$ cat config.mk
export PLATFORM = sky130hd
export DESIGN_NAME = npcs_ctrl
export DESIGN_NICKNAME = d
export VERILOG_FILES = /design/src/hdl/npcs_pkg.sv /design/src/hdl/npcs_ctrl.sv
export SDC_FILE = /design/constraint.sdc
export NUM_CORES = 1
export LEC_CHECK = 0
export BUFFER_PORTS_ARGS = -buffer_cell sky130_fd_sc_hd__buf_2
export CORE_MARGIN = 5
export CORE_UTILIZATION = 28
export CTS_CLUSTER_SIZE = 12
export DETAILED_ROUTE_END_ITERATION = 10
export GPL_TIMING_DRIVEN = 0
export PLACE_DENSITY = 0.47
export SYNTH_ARGS = -nofsm -noshare
export SYNTH_HDL_FRONTEND = slang
export SYNTH_SLANG_ARGS = --single-unit
$ cat constraint.sdc
create_clock -name clk -period 1.6 [get_ports clk]
set_input_delay 0.32 -clock clk [delete_from_list [all_inputs] [get_ports clk]]
set_output_delay 0.32 -clock clk [all_outputs]
set_load 0.02 [all_outputs]
$ cat src/hdl/npcs_pkg.sv
// Shared constants, types and helper functions for the nearest palette colour search.
package npcs_pkg;

    localparam int PAL_ENTRIES = 256;
    localparam int ADDR_W      = (PAL_ENTRIES > 1) ? $clog2(PAL_ENTRIES) : 1;
    localparam int CNT_W       = $clog2(PAL_ENTRIES + 1);

    localparam int IDX_W   = 8;
    localparam int COMP_IN_W = 10;
    localparam int COMP_W  = 8;
    localparam int SQ_W    = 2 * COMP_W;
    localparam int DIST_W  = SQ_W + 2;
    localparam int VALUE_W = 24;
    localparam int ENTRY_W = 3 * COMP_W;

    localparam logic [DIST_W-1:0] NEAR_LIMIT = DIST_W'(8);
    localparam logic [DIST_W-1:0] DIST_MAX   = {DIST_W{1'b1}};
    localparam logic [COMP_IN_W-1:0] COMP_MAX = COMP_IN_W'(255);

    typedef enum logic [1:0] {
        MODE_INDEXED = 2'd0,
        MODE_RGB565  = 2'd1,
        MODE_RGB888  = 2'd2,
        MODE_NONE    = 2'd3
    } mode_t;

    typedef enum logic {
        REQ_WRITE = 1'b0,
        REQ_FIND  = 1'b1
    } req_t;

    typedef struct packed {
        logic              capture;
        logic              wr_en;
        logic              rd_en;
        logic [ADDR_W-1:0] rd_addr;
        logic              out_load;
    } npcs_cmd_t;

    typedef struct packed {
        mode_t mode;
        logic  busy;
        logic  stop;
    } npcs_stat_t;

    function automatic logic [COMP_W-1:0] sat8(input logic [COMP_IN_W-1:0] v);
        logic [COMP_W-1:0] res;
        res = (v > COMP_MAX) ? {COMP_W{1'b1}} : v[COMP_W-1:0];
        return res;
    endfunction

    function automatic logic [SQ_W-1:0] sq_diff(input logic [COMP_W-1:0] a,
                                                 input logic [COMP_W-1:0] b);
        logic [COMP_W-1:0] d;
        d = (a > b) ? (a - b) : (b - a);
        return SQ_W'(d) * SQ_W'(d);
    endfunction

endpackage

$ cat src/hdl/npcs_ctrl.sv
// Controller: request acceptance, palette scan sequencing and result handoff.
module npcs_ctrl
    import npcs_pkg::*;
(
    input  logic       clk,
    input  logic       rst_n,
    input  logic       in_valid,
    input  logic       in_req_type,
    output logic       in_ready,
    output logic       out_valid,
    input  logic       out_ready,
    input  npcs_stat_t stat,
    output npcs_cmd_t  cmd
);

    typedef enum logic [2:0] {
        ST_IDLE   = 3'b001,
        ST_SCAN   = 3'b010,
        ST_FINISH = 3'b100
    } state_t;

    state_t           state_reg, state_next;
    logic [CNT_W-1:0] cnt_reg, cnt_next;
    logic             out_vld_reg, out_vld_next;
    logic             in_xfer;
    logic             issue_done;

    assign in_ready   = (state_reg == ST_IDLE);
    assign in_xfer    = in_valid && in_ready;
    assign out_valid  = out_vld_reg;
    assign issue_done = (cnt_reg == CNT_W'(PAL_ENTRIES)) || stat.stop;

    always_comb
    begin
        state_next   = state_reg;
        cnt_next     = cnt_reg;
        cmd.capture  = 1'b0;
        cmd.wr_en    = 1'b0;
        cmd.rd_en    = 1'b0;
        cmd.rd_addr  = cnt_reg[ADDR_W-1:0];
        cmd.out_load = 1'b0;
        unique case (state_reg)
            ST_IDLE:
            begin
                if (in_xfer)
                begin
                    if (req_t'(in_req_type) == REQ_WRITE)
                    begin
                        cmd.wr_en = 1'b1;
                    end
                    else
                    begin
                        cmd.capture = 1'b1;
                        cnt_next    = '0;
                        state_next  = (stat.mode == MODE_INDEXED) ? ST_SCAN : ST_FINISH;
                    end
                end
            end
            ST_SCAN:
            begin
                if (!issue_done)
                begin
                    cmd.rd_en = 1'b1;
                    cnt_next  = cnt_reg + CNT_W'(1);
                end
                else if (!stat.busy)
                begin
                    state_next = ST_FINISH;
                end
            end
            ST_FINISH:
            begin
                if (!out_vld_reg || out_ready)
                begin
                    cmd.out_load = 1'b1;
                    state_next   = ST_IDLE;
                end
            end
            default:
            begin
                state_next = ST_IDLE;
            end
        endcase
    end

    always_comb
    begin
        out_vld_next = out_vld_reg;
        if (cmd.out_load)
        begin
            out_vld_next = 1'b1;
        end
        else if (out_ready)
        begin
            out_vld_next = 1'b0;
        end
    end

    always_ff @(posedge clk or negedge rst_n)
    begin
        if (!rst_n)
        begin
            state_reg   <= ST_IDLE;
            cnt_reg     <= '0;
            out_vld_reg <= 1'b0;
        end
        else
        begin
            state_reg   <= state_next;
            cnt_reg     <= cnt_next;
            out_vld_reg <= out_vld_next;
        end
    end

endmodule

==> results of run 1 <==
## routing by layer
metal,GRT usage,up-vias
met3,0.0263,2
met5,0,-
met2,0.163,16
met1,0.140,394
li1,-,401
met4,0.0458,0
## power by group
part	switching (mW)	internal, mW	total [mW]
clock	0.112	0.0966	0.209
combinational	0.306	0.375	0.681
sequential	0.0508	0.387	0.438
total	0.469	0.859	1.33
## critical path, cell delays in order, from the launching register on
cell	delay [ns]
dfstp_2	0.39
or3b_4	0.41
a211o_4	0.31
clkinv_8	0.06
buf_8	0.10
## how the worst max path moves through the flow
stage | startpoint | end | cells after the start
2_1_floorplan | cnt_reg[0] | cnt_reg[6] | 7
3_3_place_gp | cnt_reg[0] | cmd[9] | 6
3_5_place_dp | cnt_reg[0] | cmd[9] | 6
4_1_cts | state_reg[2] | cmd[9] | 4
5_1_grt | state_reg[0] | cmd[9] | 4
6_report | state_reg[0] | cmd[9] | 4
## stage by stage
| step | cell area (um2) | hold WS (ns) | total power, mW | setup TNS (ns) | setup slack [ns] |
|---|---|---|---|---|---|
| after detailed placement | 997 | 0.235 | 0.875 | -0.942 | -0.188 |
| final | 1290 | 0.231 | 1.33 | -2.04 | -0.269 |
| after global routing | 1290 | 0.222 | 1.41 | -2.74 | -0.309 |
| after CTS | 1180 | 0.221 | 1.27 | -1.48 | -0.274 |
| after floorplan | 848 | 0.0244 | 0.759 | 0 | 0.00503 |
| after global placement | 997 | 0.238 | 0.875 | -1.00 | -0.197 |
## timing repair
item | in CTS | in global routing
pin swaps | 6 | 4
gates resized for setup | 16 | 15
endpoints found under the setup margin | 13 | 16
setup buffers | 13 | 3
hold endpoints to repair | 12 | 0
gates cloned | 0 | 1
hold buffers | 1 | 0
## cell type report
| class | count | area, um2 | area share |
|---|---|---|---|
| Sequential cell | 13 | 328 | 0.255 |
| Clock buffer | 4 | 26.3 | 0.0204 |
| Timing Repair Buffer | 39 | 304 | 0.236 |
| Buffer | 9 | 67.6 | 0.0525 |
| Inverter | 4 | 30.0 | 0.0233 |
| Multi-Input combinational cell | 62 | 493 | 0.383 |
| Tap cell | 31 | 38.8 | 0.0301 |
## cell usage in the layout (no fill, tap or decap), types with 3 or more instances in the layout
master	netlist	routed
nand3_1	7	6
a21o_1	4	4
buf_4	9	22
o21ai_0	7	7
dfrtp_1	12	11
buf_2	0	17
nand2_1	10	9
buf_6	0	5
clkbuf_4	0	3
## cell families (layout without fill, tap and decap cells)
| logic type | after synthesis | after routing |
|---|---|---|
| and+or+nand+nor | 35 | 35 |
| AOI/OAI and AO/OA | 25 | 25 |
| DFF | 13 | 13 |
| buffers and inverters | 13 | 56 |
| adders and majority gates | 2 | 2 |
==> flow_metrics.py, run 1 <==
metrics = {
    "timing": {
        "max_slew_margin": 0.504,
        "finalClockSkew_ns": 0.00401,
        "fmax_mhz": 535,
        "rsz0062_at_grt": "yes",
        "finalSetupViolations": 14,
        "setup_ws_ns": -0.269,
        "finalMaxSlewViolations": 0,
        "period_needed_ns": 1.87,
        "hold_viol_final": 0,
        "worstMarginPinSlew_ns": 0.742,
        "finalCritPeriodShare": 1.17,
    },
    "global_routing": {
        "antenna_found_initial": 0,
        "grt_max_degree": 14,
        "grt_pass1_vias": 745,
        "overflow": 0,
        "track_usage": 0.106,
        "grt_pass1_wl_um": 3480,
    },
    "power_and_ir_drop": {
        "peakVddDrop_uv": 600,
        "cellPowerDensity_mw_per_mm2": 1030,
        "power.leakage_nw": 0.658,
    },
    "worst_setup_path": {
        "cp-start-kind": "flop",
        "critPathArrivalTime_ns": 1.55,
        "rr_startpoint": "state_reg[0]",
        "worst-path-max-fanout": 4,
        "critPathRequiredTime_ns": 1.28,
        "reg2reg_slack_ns": -0.20,
        "crit-reg2reg-capture": "cnt_reg[5]",
        "cp-end-kind": "primary output",
        "reg2regPathDepth": 7,
        "critical_path_class": "flop to primary output",
    },
    "yosys": {
        "synth_mux_area_frac": 0,
        "synth_most_common_cell": "dfrtp_1",
        "ys.flop_type": "dfrtp_1",
        "synthCells": 88,
        "synth_top_family_by_area": "simple AND/OR/NAND/NOR gates",
        "synth_compound_area_frac": 0.221,
        "synth_top_area_frac": 0.365,
        "synth.distinct_cells": 30,
        "synthSimpleGateAreaFrac": 0.236,
        "ys_ff_latch": 13,
        "synth_top_cell_by_area": "dfrtp_1",
        "yosysWarnings": 0,
        "netlist_top_cells_area": "dfrtp_1 (37%), buf_4 (8.2%), nand2_1 (4.6%), nand3_1 (4.3%), o21ai_0 (4.3%)",
        "synth_adder_area_share": 0.0304,
        "synth_area_um2": 822,
        "ys_seq_area_frac": 0.397,
        "ys_top_cells_by_count": "dfrtp_1 (12), nand2_1 (10), buf_4 (9)",
        "syn-num-nets": 99,
        "synth_edf_count": 0,
        "synth-xor-area-share": 0,
        "async_flop_share": 1.00,
        "postSynthAreaPerCell_um2": 9.34,
    },
    "hold_path": {
        "hold_path.class": "input pin to flop",
        "worstHoldStart": "stat[3]",
        "hold_depth": 2,
        "hold_end": "state_reg[1]",
    },
    "routing": {
        "wl_met1_um": 1040,
        "dr_wl_met3_um": 114,
        "wl_um": 2210,
        "post-route-drc-count": 0,
        "met2_length_um": 1030,
        "wire_per_inst_um": 13.6,
        "viasPerCell": 5.02,
        "drtIter0Drc": 21,
        "vias": 813,
        "dr.pass1.iters": 4,
        "routed.top_layer": "met4",
        "antenna_left": 0,
    },
    "floorplan": {
        "dieHeight_um": 64.2,
        "rows": 19,
        "io_pins": 23,
        "initial_core_util": 0.296,
        "fp.coreArea_mm2": 0.00278,
        "die_area_mm2": 0.00412,
        "die_w_um": 64.2,
    },
    "layout": {
        "drive_gt1_frac": 0.550,
        "area_growth_pct": 56.6,
        "diodes": 0,
        "fin_cells": 162,
        "nFillCells": 272,
        "fin_nets": 143,
        "largest_register_ffs": 9,
        "final_util": 0.463,
    },
    "clock_tree": {
        "numCtsBuffers": 3,
        "clock_sinks": 13,
        "clock_tree.buffer_depth": 2,
        "root_buffer": "clkbuf_4",
        "tritoncts": "done",
        "htree_num_levels": 1,
        "worstSkewPairLatency_ns": 0.27,
        "clk_pin_slew_ns": 0.09,
    },
    "place": {
        "port_buffers": 22,
        "place.gp.congestion": 0.733,
        "dpl.hpwl_um": 1420,
        "dp_cells": 141,
    },
    "status": {
        "status": "finished with violations",
        "violations": "setup timing",
    },
    "flow_run": {
        "drv_cap": 0,
    },
}
Power figures use the tool's default switching activity.
==> run 2, diff against run 1 <==
Settings changed: CTS_CLUSTER_DIAMETER from default to 40.
Clock period 1.6 ns to 1.7 ns, I/O delays scaled along.
==> flow_metrics.py, run 2 (synthesized netlist as in run 1, its figures left out) <==
metrics = {
    "layout": {
        "largest_register_ffs": 9,
        "fin_cells": 159,
        "area_growth_pct": 49.0,
        "fin_nets": 140,
        "diodes": 0,
        "drive_gt1_frac": 0.516,
        "final_cell_area_mm2": 0.00122,
        "final_cell_mix": "buf_4 (17), buf_2 (17), dfrtp_1 (12), nand2_1 (10), buf_6 (9)",
        "nFillCells": 288,
        "final_util": 0.440,
    },
    "worst_setup_path": {
        "reg2regPathDepth": 6,
        "critPathRequiredTime_ns": 1.36,
        "crit_slowest_cell": "or3b_4",
        "cp-end-kind": "primary output",
        "worst-path-max-fanout": 3,
        "cp_num_buf_inv": 2,
        "rr_startpoint": "state_reg[0]",
        "crit-reg2reg-capture": "cnt_reg[6]",
        "cp-start-kind": "flop",
        "cpPeakStageDelay_ns": 0.41,
        "cp_cell_sequence": "or3b_4 > a211o_4 > clkinv_8 > buf_8",
        "critical_path_class": "flop to primary output",
        "critPathArrivalTime_ns": 1.54,
        "reg2reg_slack_ns": -0.04,
        "path_delay_family": "simple AND/OR/NAND/NOR gates",
    },
    "place": {
        "dpl_worst_slack_ns": -0.152,
        "dpl-instance-area_um2": 977,
        "port_buffers": 22,
        "dp_cells": 141,
        "dpl.hpwl_um": 1430,
        "place.gp.congestion": 0.773,
    },
    "power_and_ir_drop": {
        "cellPowerDensity_mw_per_mm2": 1040,
        "peakVddDrop_uv": 696,
        "power_mw": 1.27,
        "power.leakage_nw": 0.610,
    },
    "timing": {
        "max_slew_margin": 0.719,
        "finalSetupViolations": 8,
        "worstMarginPinSlew_ns": 0.419,
        "setup_ws_ns": -0.180,
        "fmax_mhz": 532,
        "finalMaxSlewViolations": 0,
        "finalClockSkew_ns": 0.00113,
        "finalCritPeriodShare": 1.11,
        "period_needed_ns": 1.88,
        "hold_viol_final": 0,
        "tns_ns": -0.546,
        "rsz0062_at_grt": "yes",
        "timing.hold.ws_ns": 0.244,
    },
    "floorplan": {
        "dieHeight_um": 64.2,
        "rows": 19,
        "fp.coreArea_mm2": 0.00278,
        "io_pins": 23,
        "die_w_um": 64.2,
        "die_area_mm2": 0.00412,
        "initial_core_util": 0.296,
    },
    "status": {
        "status": "finished with violations",
        "violations": "setup timing",
    },
    "clock_tree": {
        "root_buffer": "clkbuf_4",
        "numCtsBuffers": 3,
        "clock_sinks": 13,
        "clock_tree.buffer_depth": 2,
        "worstSkewPairLatency_ns": 0.28,
        "tritoncts": "done",
        "htree_num_levels": 1,
        "clk_pin_slew_ns": 0.08,
    },
    "global_routing": {
        "overflow": 0,
        "grt_pass1_vias": 824,
        "grt_pass1_wl_um": 3710,
        "grt_max_degree": 14,
        "antenna_found_initial": 0,
        "track_usage": 0.115,
    },
    "routing": {
        "drtIter0Drc": 23,
        "viasPerCell": 4.89,
        "wl_um": 2230,
        "post-route-drc-count": 0,
        "antenna_left": 0,
        "dr.pass1.iters": 4,
        "wire_per_inst_um": 14.0,
        "vias": 778,
    },
    "flow_run": {
        "drv_cap": 0,
    },
    "hold_path": {
        "hold_end": "state_reg[1]",
        "hold_path.class": "input pin to flop",
        "hold_depth": 2,
        "worstHoldStart": "stat[2]",
    },
}
-- run 2: how the worst max path moves through the flow --
stage	from	to	slack, ns	cells past startpoint
5_1_grt	state_reg[2]	cmd[9]	-0.22	4
6_report	state_reg[0]	cmd[9]	-0.18	4
2_1_floorplan	state_reg[2]	cnt_reg[6]	0.02	5
3_3_place_gp	state_reg[2]	cmd[9]	-0.15	4
4_1_cts	state_reg[0]	cmd[9]	-0.23	4
3_5_place_dp	cnt_reg[0]	cnt_reg[8]	-0.15	7
-- run 2: timing repair --
action,CTS,global route
hold buffers,1,0
endpoints found under the setup margin,12,15
hold endpoints to repair,12,0
resized for setup,17,13
buffers inserted,12,3
pin swaps,2,3
-- run 2: layout make-up --
cell class                 instances  area (um2)  share of cell area
buffer                             8        60.1              0.0490
clock buffer                       4        26.3              0.0215
inverter                           4        30.0              0.0245
multi-input combinational         62         464               0.379
sequential                        13         327               0.267
tap                               31        38.8              0.0317
timing repair buffer              37         279               0.228
-- run 2: routing by layer --
metal / routed length (um) / up-vias / track usage
li1: - / 401 / -
met1: 1000 / 357 / 0.141
met2: 1100 / 15 / 0.191
met3: 83 / 5 / 0.0245
met4: 42 / 0 / 0.0534
met5: 0 / - / 0
-- run 2: power by group --
part           switching [mW]  internal, mW
clock network           0.105        0.0910
registers              0.0414         0.364
logic                   0.308         0.361
